`config.mk`:
```
export PLATFORM = sky130hd
export DESIGN_NAME = lhbp_ctrl
export DESIGN_NICKNAME = d
export VERILOG_FILES = /design/src/sv/lhbp_pkg.sv /design/src/sv/lhbp_ctrl.sv
export SDC_FILE = /design/constraint.sdc
export NUM_CORES = 1
export LEC_CHECK = 0
export BUFFER_PORTS_ARGS = -buffer_cell sky130_fd_sc_hd__buf_4
export CORE_AREA = 3 3 40 42
export CTS_CLUSTER_DIAMETER = 40
export DETAILED_ROUTE_END_ITERATION = 10
export DIE_AREA = 0 0 43 45
export PLACE_DENSITY = 0.39
export SETUP_SLACK_MARGIN = 0.4
export SLEW_MARGIN = 20
export SYNTH_ARGS = -nofsm -noshare
export SYNTH_HDL_FRONTEND = slang
export SYNTH_SLANG_ARGS = --single-unit
export TNS_END_PERCENT = 1
```
`constraint.sdc`:
```
create_clock -name clock -period 1.9 [get_ports clock]
set_input_delay 0.19 -clock clock [delete_from_list [all_inputs] [get_ports clock]]
set_output_delay 0.19 -clock clock [all_outputs]
set_load 0.005 [all_outputs]
```
`src/sv/lhbp_pkg.sv`:
```
`timescale 1ns / 1ps
`default_nettype none

package lhbp_pkg;

   localparam int HISTORY_BITS  = 17;
   localparam int PC_INDEX_BITS = 13;
   localparam int PC_WIDTH      = 32;
   localparam int CTR_BITS      = 2;

   // The counter memory is organized as rows of LANES counters each.
   localparam int LANE_BITS     = 4;
   localparam int LANES         = 1 << LANE_BITS;
   localparam int ROW_BITS      = LANES * CTR_BITS;
   localparam int ROW_ADDR_BITS = HISTORY_BITS - LANE_BITS;
   localparam int HIST_ENTRIES  = 1 << PC_INDEX_BITS;
   localparam int ROW_ENTRIES   = 1 << ROW_ADDR_BITS;
   localparam int CLEAR_BITS    = (PC_INDEX_BITS > ROW_ADDR_BITS) ? PC_INDEX_BITS
                                                                  : ROW_ADDR_BITS;

   localparam logic [HISTORY_BITS-1:0] HIST_RESET = HISTORY_BITS'(65535);
   localparam logic [CTR_BITS-1:0]     CTR_RESET  = 2'd2;
   localparam logic [CTR_BITS-1:0]     CTR_MAX    = 2'd3;
   localparam logic [CTR_BITS-1:0]     CTR_MIN    = 2'd0;
   localparam logic [ROW_BITS-1:0]     ROW_RESET  = {LANES{CTR_RESET}};

   typedef enum logic {
      CMD_PREDICT = 1'b0,
      CMD_UPDATE  = 1'b1
   } cmd_type;

   typedef enum logic [1:0] {
      ST_CLEAR,
      ST_IDLE,
      ST_CTR,
      ST_DONE
   } state_type;

   typedef struct packed {
      logic ready;
      logic capture;
      logic clear_en;
      logic ctr_rd;
      logic finish;
   } ctl_cmd_type;

   typedef struct packed {
      logic clear_last;
      logic is_update;
      logic rsp_full;
   } dp_status_type;

endpackage

`default_nettype wire

```
`src/sv/lhbp_ctrl.sv`:
```
`timescale 1ns / 1ps
`default_nettype none

module lhbp_ctrl (
   input  wire logic                   clock,
   input  wire logic                   reset,
   input  wire logic                   req_valid,
   input  wire lhbp_pkg::dp_status_type status,
   output lhbp_pkg::ctl_cmd_type       cmd
);
   import lhbp_pkg::*;

   state_type state_ff;
   state_type state_in;

   always_ff @(posedge clock) begin
      if (reset) begin
         state_ff <= ST_CLEAR;
      end else begin
         state_ff <= state_in;
      end
   end

   always_comb begin
      state_in = state_ff;
      unique case (state_ff)
         ST_CLEAR: begin
            if (status.clear_last) begin
               state_in = ST_IDLE;
            end
         end
         ST_IDLE: begin
            if (req_valid) begin
               state_in = ST_CTR;
            end
         end
         ST_CTR: begin
            state_in = ST_DONE;
         end
         ST_DONE: begin
            if (status.is_update || !status.rsp_full) begin
               state_in = ST_IDLE;
            end
         end
         default: begin
            state_in = ST_CLEAR;
         end
      endcase
   end

   always_comb begin
      cmd = '0;
      unique case (state_ff)
         ST_CLEAR: begin
            cmd.clear_en = 1'b1;
         end
         ST_IDLE: begin
            cmd.ready   = 1'b1;
            cmd.capture = req_valid;
         end
         ST_CTR: begin
            cmd.ctr_rd = 1'b1;
         end
         ST_DONE: begin
            cmd.finish = status.is_update || !status.rsp_full;
         end
         default: begin
            cmd = '0;
         end
      endcase
   end

`ifndef SYNTH
   a_finish_no_overwrite: assert property (@(posedge clock) disable iff (reset)
      (cmd.finish && !status.is_update) |-> !status.rsp_full)
      else $error("prediction finished while the response register was still full");

   a_clear_exits: assert property (@(posedge clock) disable iff (reset)
      (state_ff == ST_CLEAR && status.clear_last) |=> (state_ff == ST_IDLE))
      else $error("clearing pass did not end after its last entry");

   a_capture_reads_row: assert property (@(posedge clock) disable iff (reset)
      cmd.capture |=> cmd.ctr_rd)
      else $error("accepted transaction was not followed by a counter row read");

   a_row_read_then_done: assert property (@(posedge clock) disable iff (reset)
      cmd.ctr_rd |=> (state_ff == ST_DONE))
      else $error("counter row read was not followed by the completion state");
`endif

endmodule

`default_nettype wire

```
==> flow_summary_export.csv, run 1 <==
group,metric,value,unit
status,status,"finished clean",
pwr,power_frac_clock,0.187,
sta,slew_viol_final,0,
synth,synth_nets,32,
global_routing,grt_overflow,0,
layout,layout-drive-gt1-share,0.7632,
routing,vias_per_cell,3.717,
pwr,max-vdd-ir-drop,0.4693,mV
synth,yosysWarningCount,0,
pwr,power,0.4982,mW
synth,synthDistinctLibCells,12,
layout,nets,51,
place,preCtsSetupSlack,0.3058,ns
place,port_buffers,10,
global_routing,antenna_found_initial,0,
layout,area.growth.synth_to_final,92.07,%
synth,synth.avg_cell_area,9.771,µm²
routing,ant_nets,0,
routing,wl_per_cell,9.472,µm
floorplan,die-area,1935,µm²
synth,synth_edf_count,0,
setup_path,cp_max_fo,3,
sta,finalWorstSetupSlack,0.4638,ns
floorplan,die_w,43,µm
sta,setup_tns,0,ns
synth,synth_top_area_cell,"ha_1",
routing,drtIter0Drc,0,
clock_network,clock-sinks,2,
place,place.gp.congestion,0.6638,
clock_network,clkTransAtPathRegs,0.03,ns
pwr,power_frac_seq,0.159,
setup_path,path_class,"flop to flop",
floorplan,start_util,0.1597,
sta,fin_crit_sh,0.7559,
place,place_inst,46,
clock_network,holdBufCountCts,0,
synth,ys_ff_latch,2,
setup_path,arrival,1.54,ns
sta,setup_viol,0,
floorplan,core-area,1285,µm²
synth,ys.flop_type,"dfxtp_1",
setup_path,critPathCaptureType,"flop",
global_routing,grt_max_degree,5,
global_routing,grt_pass1_vias,216,
layout,antennaDiodeCount,0,
global_routing,grt_pass1_wl,821,µm
routing,dr.pass1.iters,1,
clock_network,htree_num_levels,1,
floorplan,io_pins,11,
layout,stdcell_area,394.1,µm²
clock_network,cts_buffers,3,
routing,drc,0,
place,hpwl,357.5,µm
setup_path,start_kind,"flop",
sta,fmax,696.3,MHz
sta,skew,0.0002944,ns
sta,rsz0062_at_grt,"no",
clock_network,cts_tree,"yes",
synth,synth_top_area_frac,0.3049,
synth,synth-async-reset-ratio,0,
pwr,p_per_area,1264,nW/µm²
job,cap_violations,0,
synth,yosysSeqAreaShare,0.1951,
layout,largest-register,"state_ff",
place,placed_cell_area,301.5,µm²
pwr,p_comb_frac,0.654,
routing,drt-total-wl,502,µm
pwr,p_sw,0.1602,mW
synth,synth.area.top_cells,"ha_1, dfxtp_1, a311oi_2",
synth,syn_inst,21,
sta,finalCriticalPeriod,1.436,ns
global_routing,grt_use_total,0.06234,
clock_network,clockRootBuffer,"clkbuf_4",
hold_path,hp-class,"input pin to flop",
layout,largest_reg_flops,2,
synth,yosysMostFrequentCell,"ha_1",
clock_network,clockBufferDepth,2,
pwr,power.leakage,0.1916,nW
floorplan,num_rows,13,
clock_network,clock_latency,0.22,ns
sta,tightest_slew,0.2714,ns
synth,synth.cell_area,205.2,µm²
layout,top_regs,"state_ff x2",
synth,synth_common_cells,"ha_1, inv_1, dfxtp_1, nand2b_1, nor2_1",
routing,num_vias,197,
sta,slew_headroom,0.8191,
floorplan,die_h,45,µm
setup_path,crit_required,2.00,ns
pwr,p_sw_frac,0.3215,
sta,finalHoldViolations,0,
layout,finalNonFillerCells,53,
pwr,p_int,0.3380,mW
==> power groups by stage <==
| stage | clock, mW | sequential [mW] | combinational (mW) |
|---|---|---|---|
| 2_1_floorplan | 0 | 0.0781 | 0.125 |
| 3_3_place_gp | 0 | 0.0814 | 0.210 |
| 3_5_place_dp | 0 | 0.0831 | 0.210 |
| 4_1_cts | 0.102 | 0.0759 | 0.258 |
| 5_1_grt | 0.101 | 0.0805 | 0.369 |
| 6_report | 0.0934 | 0.0790 | 0.326 |
==> path summary, 6_finish.rpt <==
| path | from | end | slack (ns) | cells after the start |
|---|---|---|---|---|
| setup reg to reg | state_ff[0] | state_ff[0] | 0.46 | 4 |
| hold / removal | reset | state_ff[1] | 0.25 | 3 |
| hold reg to reg | state_ff[1] | state_ff[1] | 0.61 | 3 |
| setup / recovery | state_ff[0] | state_ff[0] | 0.46 | 4 |
==> worst max-delay path, stage by stage (launching register included) <==
cell      delay, ns
dfxtp_2        0.33
buf_4          0.13
ha_2           0.19
a311oi_4       0.33
mux2_4         0.33
==> cells in the final DEF, fill, tap and decap left out <==
| cell type | n |
|---|---|
| buf_4 | 14 |
| mux2_4 | 1 |
| nor2b_4 | 2 |
| inv_2 | 2 |
| inv_1 | 1 |
| a21boi_1 | 1 |
| a311oi_4 | 1 |
| mux2i_1 | 1 |
| nor2_1 | 2 |
| ha_2 | 2 |
| nand2b_1 | 2 |
| clkbuf_4 | 3 |
| dfxtp_2 | 2 |
| and2_2 | 1 |
| ha_1 | 2 |
| ha_4 | 1 |
==> logic make-up (layout without fill, tap and decap cells) <==
| family | Yosys count | after routing | share of synthesized area |
|---|---|---|---|
| compound gates | 2 | 2 | 0.1097 |
| fa+ha+maj | 5 | 5 | 0.3049 |
| buf+inv | 3 | 20 | 0.05487 |
| flops | 2 | 2 | 0.1951 |
| mux | 2 | 2 | 0.1037 |
| simple gates | 7 | 7 | 0.2317 |
==> cell type report <==
class	count	area, µm²
Fill cell	133	890.9
Multi-Input combinational cell	16	193.9
Timing Repair Buffer	14	105.1
Sequential cell	2	42.54
Clock buffer	3	22.52
Tap cell	15	18.77
Inverter	3	11.26
==> per-stage QoR <==
stage | hold slack (ns) | util
floorplan | 0.3627 | -
global placement | 0.4860 | 0.2347
detailed placement | 0.4822 | 0.2347
CTS | 0.2404 | 0.2717
global route | 0.2729 | 0.3067
finish | 0.2518 | 0.3067
==> per-layer routing <==
metal / wire length, µm / GRT usage / vias up
li1: - / - / 102
met1: 213 / 0.05516 / 85
met2: 240 / 0.1048 / 10
met3: 48 / 0.01992 / 0
met4: 0 / 0.07229 / 0
met5: 0 / 0 / -
==> what timing repair did <==
action                     CTS  global route
gates resized for setup      1             9
setup buffers                3             1
gates cloned                 0             0
setup endpoints to repair    1             2
pin swaps                    1             2
No activity file was read; power rests on OpenSTA's default activity.
==> inputs of run 2 (changes only) <==
- PLACE_DENSITY: 0.39 -> 0.4
- clock period: 1.9 -> 1.2 ns (I/O delays scaled with it)
==> run 2 against run 1 <==
- the flow now finishes with violations (negative setup slack)
- maximum frequency is 0.27% higher
- via count increased by 3.6%
- critical endpoint unchanged
- largest cell class unchanged
- non-clock buffer count is 2 higher
==> flow_summary_export.csv, run 2 (same netlist as run 1, synthesis figures left out) <==
group,metric,value,unit
status,status,"finished with violations",
status,violations,"negative setup slack",
global_routing,grt_overflow,0,
routing,ant_nets,0,
global_routing,grt_use_total,0.05486,
floorplan,die-area,1935,µm²
job,cap_violations,0,
global_routing,grt_max_degree,5,
clock_network,clockBufferDepth,2,
floorplan,die_w,43,µm
routing,drt-total-wl,484,µm
place,hpwl,368.6,µm
sta,tightest_slew,0.2756,ns
sta,holdWs,0.1901,ns
setup_path,critPathCaptureType,"flop",
floorplan,core-area,1285,µm²
pwr,power.leakage,0.2065,nW
pwr,p_per_area,1957,nW/µm²
layout,layout_common_cells,"buf_4, ha_4, buf_6, clkbuf_4",
clock_network,clkTransAtPathRegs,0.03,ns
routing,num_vias,204,
sta,finalCriticalPeriod,1.432,ns
sta,fin_crit_sh,1.194,
layout,largest_reg_flops,2,
layout,nets,53,
clock_network,cts_tree,"yes",
routing,vias_per_cell,3.709,
layout,top_regs,"state_ff x2",
floorplan,start_util,0.1597,
routing,dr.pass1.iters,2,
setup_path,crit_required,1.30,ns
clock_network,clock_latency,0.22,ns
floorplan,io_pins,11,
sta,slew_headroom,0.8163,
routing,drc,0,
global_routing,grt_pass1_vias,205,
setup_path,critPathLaunch,"state_ff[0]",
hold_path,hp-class,"input pin to flop",
sta,finalWorstSetupSlack,-0.2323,ns
routing,wl_per_cell,8.800,µm
hold_path,hold_depth,3,
sta,setup_viol,4,
pwr,max-vdd-ir-drop,0.9672,mV
setup_path,path_class,"flop to flop",
layout,register_area,47.55,µm²
clock_network,htree_num_levels,1,
hold_path,hold_path_startpoint,"reset",
sta,slew_viol_final,0,
floorplan,num_rows,13,
layout,largest-register,"state_ff",
global_routing,grt_pass1_wl,759,µm
pwr,power,0.8936,mW
clock_network,clockRootBuffer,"clkbuf_4",
setup_path,start_kind,"flop",
clock_network,cts_buffers,3,
global_routing,antenna_found_initial,0,
layout,layout_commonest_cell,"buf_4",
layout,layout-drive-gt1-share,0.8000,
sta,finalHoldViolations,0,
layout,num-fill-cells,134,
sta,rsz0062_at_grt,"yes",
setup_path,arrival,1.53,ns
place,port_buffers,10,
sta,fmax,698.2,MHz
place,preCtsSetupSlack,-0.2379,ns
layout,area.growth.synth_to_final,122.6,%
sta,skew,0.002139,ns
routing,drtIter0Drc,2,
place,place.gp.congestion,0.7146,
layout,multi_input_area,216.5,µm²
layout,antennaDiodeCount,0,
floorplan,die_h,45,µm
clock_network,clock-sinks,2,
setup_path,cp_max_fo,4,
sta,setup_tns,-0.4713,ns
setup_path,r2r-start,"state_ff[0]",
setup_path,reg2reg_depth,5,
run 2: cell types whose count changed in the layout (fill, tap and decap cells not counted), moves of 2 or more:
cell / delta
buf_6: +4
dfxtp_2: -2
ha_4: +3
inv_4: +2
ha_2: -2
buf_4: -2
inv_2: -2
dfxtp_4: +2
run 2: worst paths after layout:
path	endpoint	slack (ns)
worst min register to register	state_ff[1]	0.66
worst max-delay path	state_ff[0]	-0.23
worst min-delay path	state_ff[1]	0.19
worst max register to register	state_ff[0]	-0.23
run 2: worst max-delay path: stages (launching register included):
cell and delay (ns):
dfxtp_4 0.39, inv_4 0.05, ha_4 0.15, nor2b_4 0.12, a311oi_2 0.25, mux2_1 0.35
run 2: what timing repair did:
item,in CTS,in global routing
gates resized for setup,13,2
hold buffers,0,0
setup endpoints to repair,7,7
setup buffers,1,0
pin swaps,3,1
cloned,0,0
run 2: layout make-up:
type	count	share of cell area
multi-input combinational	16	0.4740
timing repair buffer	16	0.2959
sequential	2	0.1041
clock buffer	3	0.04932
tap	15	0.04110
inverter	3	0.03562
run 2: routing by layer:
| metal | global-route usage | share of wire | up-vias |
|---|---|---|---|
| met5 | 0 | 0 | - |
| met1 | 0.05516 | 0.40 | 92 |
| li1 | - | - | 106 |
| met3 | 0.03984 | 0.091 | 0 |
| met4 | 0.03614 | 0 | 0 |
| met2 | 0.08084 | 0.50 | 6 |
run 2: power breakdown:
| group | switching, mW | internal, mW |
|---|---|---|
| clock | 0.0342 | 0.110 |
| combinational | 0.203 | 0.381 |
| sequential | 0.0545 | 0.111 |
run 2: through the flow:
step | cell area (µm²) | util | instances
after global placement | 361.6 | 0.2814 | 51
after global routing | 456.7 | 0.3554 | 55
final | 456.7 | 0.3554 | 55
after floorplan | 230.2 | - | 21
after detailed placement | 361.6 | 0.2814 | 51
after CTS | 444.2 | 0.3457 | 55
==> inputs of run 3 (changes only) <==
- CORE_AREA: 3 3 40 42 -> 2 2 39 41
- DIE_AREA: 0 0 43 45 -> 0 0 41 43
- RECOVER_POWER: default -> 25
- SLEW_MARGIN: 20 -> default
==> run 3 against run 2 <==
- the flow still finishes with violations (negative setup slack)
- core utilization shrank 4.4 points
- total power shrank 6.5%
- sequential cell count is the same
- critical path type unchanged
- final cell count is the same
- highest routed layer unchanged
- clock skew grew 0.0028 ns
- critical endpoint unchanged
- die area shrank 8.9%
==> flow_summary_export.csv, run 3 (same netlist as run 1, synthesis figures left out) <==
group,metric,value,unit
clock_network,clockRootBuffer,"clkbuf_4",
clock_network,clock-sinks,2,
routing,dr_wl_met2,193,µm
place,hpwl,369,µm
floorplan,core-area,1384,µm²
routing,drc,0,
layout,num-fill-cells,141,
routing,topRoutingLayerUsed,"met3",
clock_network,clock_latency,0.23,ns
global_routing,grt_overflow,0,
setup_path,reg2reg_to,"state_ff[0]",
clock_network,clkTransAtPathRegs,0.03,ns
routing,drtIter0Drc,3,
routing,vias_per_cell,3.636,
layout,area.growth.synth_to_final,109.8,%
floorplan,die-area,1763,µm²
routing,num_vias,200,
status,violations,"negative setup slack",
sta,slew_viol_final,0,
pwr,power.leakage,0.1980,nW
layout,finalNonFillerCells,55,
clock_network,clockBufferDepth,2,
pwr,p_per_area,1941,nW/µm²
sta,fmax,711.5,MHz
floorplan,die_w,41,µm
routing,drt-met1-wl,208,µm
setup_path,setup.worst_path.end,"state_ff[0]",
setup_path,critPathCaptureType,"flop",
floorplan,start_util,0.1483,
status,status,"finished with violations",
setup_path,start_kind,"flop",
sta,rsz0062_at_grt,"yes",
layout,layout-drive-gt1-share,0.7949,
global_routing,grt_max_degree,5,
setup_path,path_class,"flop to flop",
pwr,max-vdd-ir-drop,0.6905,mV
layout,layout_common_cells,"buf_4, ha_4, clkbuf_4",
layout,largest-register,"state_ff",
setup_path,crit_required,1.31,ns
place,port_buffers,10,
sta,fin_crit_sh,1.171,
place,preCtsSetupSlack,-0.2358,ns
setup_path,reg2reg_slack,-0.21,ns
place,place.gp.congestion,0.6399,
clock_network,htree_num_levels,1,
layout,top_regs,"state_ff x2",
layout,nets,52,
sta,finalHoldViolations,0,
setup_path,reg2reg_depth,5,
setup_path,arrival,1.51,ns
sta,finalCriticalPeriod,1.406,ns
clock_network,cts_tree,"yes",
place,placed_cell_area,347.8,µm²
sta,setup_viol,5,
layout,stdcell_area,430.4,µm²
routing,wl_per_cell,8.309,µm
global_routing,grt_pass1_vias,169,
routing,dr.pass1.iters,2,
sta,tightest_slew,0.2687,ns
setup_path,r2r-start,"state_ff[0]",
layout,antennaDiodeCount,0,
setup_path,cp_max_fo,4,
clock_network,cts_buffers,3,
layout,post-route-util,0.3110,
global_routing,antenna_found_initial,0,
routing,ant_nets,0,
layout,layout_commonest_cell,"buf_4",
global_routing,grt_pass1_wl,662,µm
sta,skew,0.004924,ns
place,place_inst,50,
routing,dr_wl_met3,55,µm
floorplan,die_h,43,µm
global_routing,grt_use_total,0.05906,
floorplan,io_pins,11,
floorplan,num_rows,14,
sta,setup_tns,-0.4224,ns
hold_path,hp-class,"input pin to flop",
setup_path,critPathLaunch,"state_ff[0]",
sta,slew_headroom,0.8209,
job,cap_violations,0,
layout,largest_reg_flops,2,
routing,drt-total-wl,457,µm
sta,finalWorstSetupSlack,-0.2055,ns
-- run 3: cell count changes in the layout (fill, tap and decap cells not counted), sizes merged --
cell and delta:
buf -1
-- run 3: what timing repair did --
item,4_1_cts,5_1_grt
pin swaps,2,1
gates resized for setup,7,4
setup endpoints to repair,7,7
buffers inserted,2,0
hold buffers,0,0
-- run 3: worst min-delay path by stage --
stage	start	end	slack, ns	depth (start not counted)
final	reset	state_ff[1]	0.19	3
after global routing	reset	state_ff[1]	0.20	3
after CTS	reset	state_ff[1]	0.18	3
after detailed placement	reset	state_ff[1]	0.42	3
after global placement	reset	state_ff[1]	0.42	3
after floorplan	reset	state_ff[1]	0.29	2
-- run 3: final cells by class --
class	instances	area [µm²]	share of cell area
inverter	3	16.27	0.03779
clock buffer	3	22.52	0.05233
sequential	2	45.04	0.1047
timing repair buffer	15	120.1	0.2791
multi-input combinational	16	206.4	0.4797
tap	16	20.02	0.04651
-- run 3: power breakdown --
group / switching (mW) / leakage [nW] / internal, mW
registers: 0.0495 / 0.0175 / 0.107
logic: 0.185 / 0.167 / 0.345
clock network: 0.0383 / 0.0138 / 0.110
-- run 3: critical path: stages, from the launching register on --
cell and delay (ns):
dfxtp_4 0.39, inv_4 0.05, ha_4 0.15, nor2b_4 0.12, a311oi_2 0.24, mux2_1 0.34
-- run 3: per-stage QoR --
step	total power, mW	hold slack (ns)
6_report	0.8353	0.1864
5_1_grt	0.9184	0.1960
4_1_cts	0.8151	0.1814
3_5_place_dp	0.5735	0.4161
3_3_place_gp	0.5806	0.4185
2_1_floorplan	0.3750	0.2927
-- run 3: per-layer routing --
metal	vias up	track usage
met4	0	0.02000
met1	84	0.07006
met5	-	0
met3	0	0.06283
met2	12	0.06875
li1	104	-
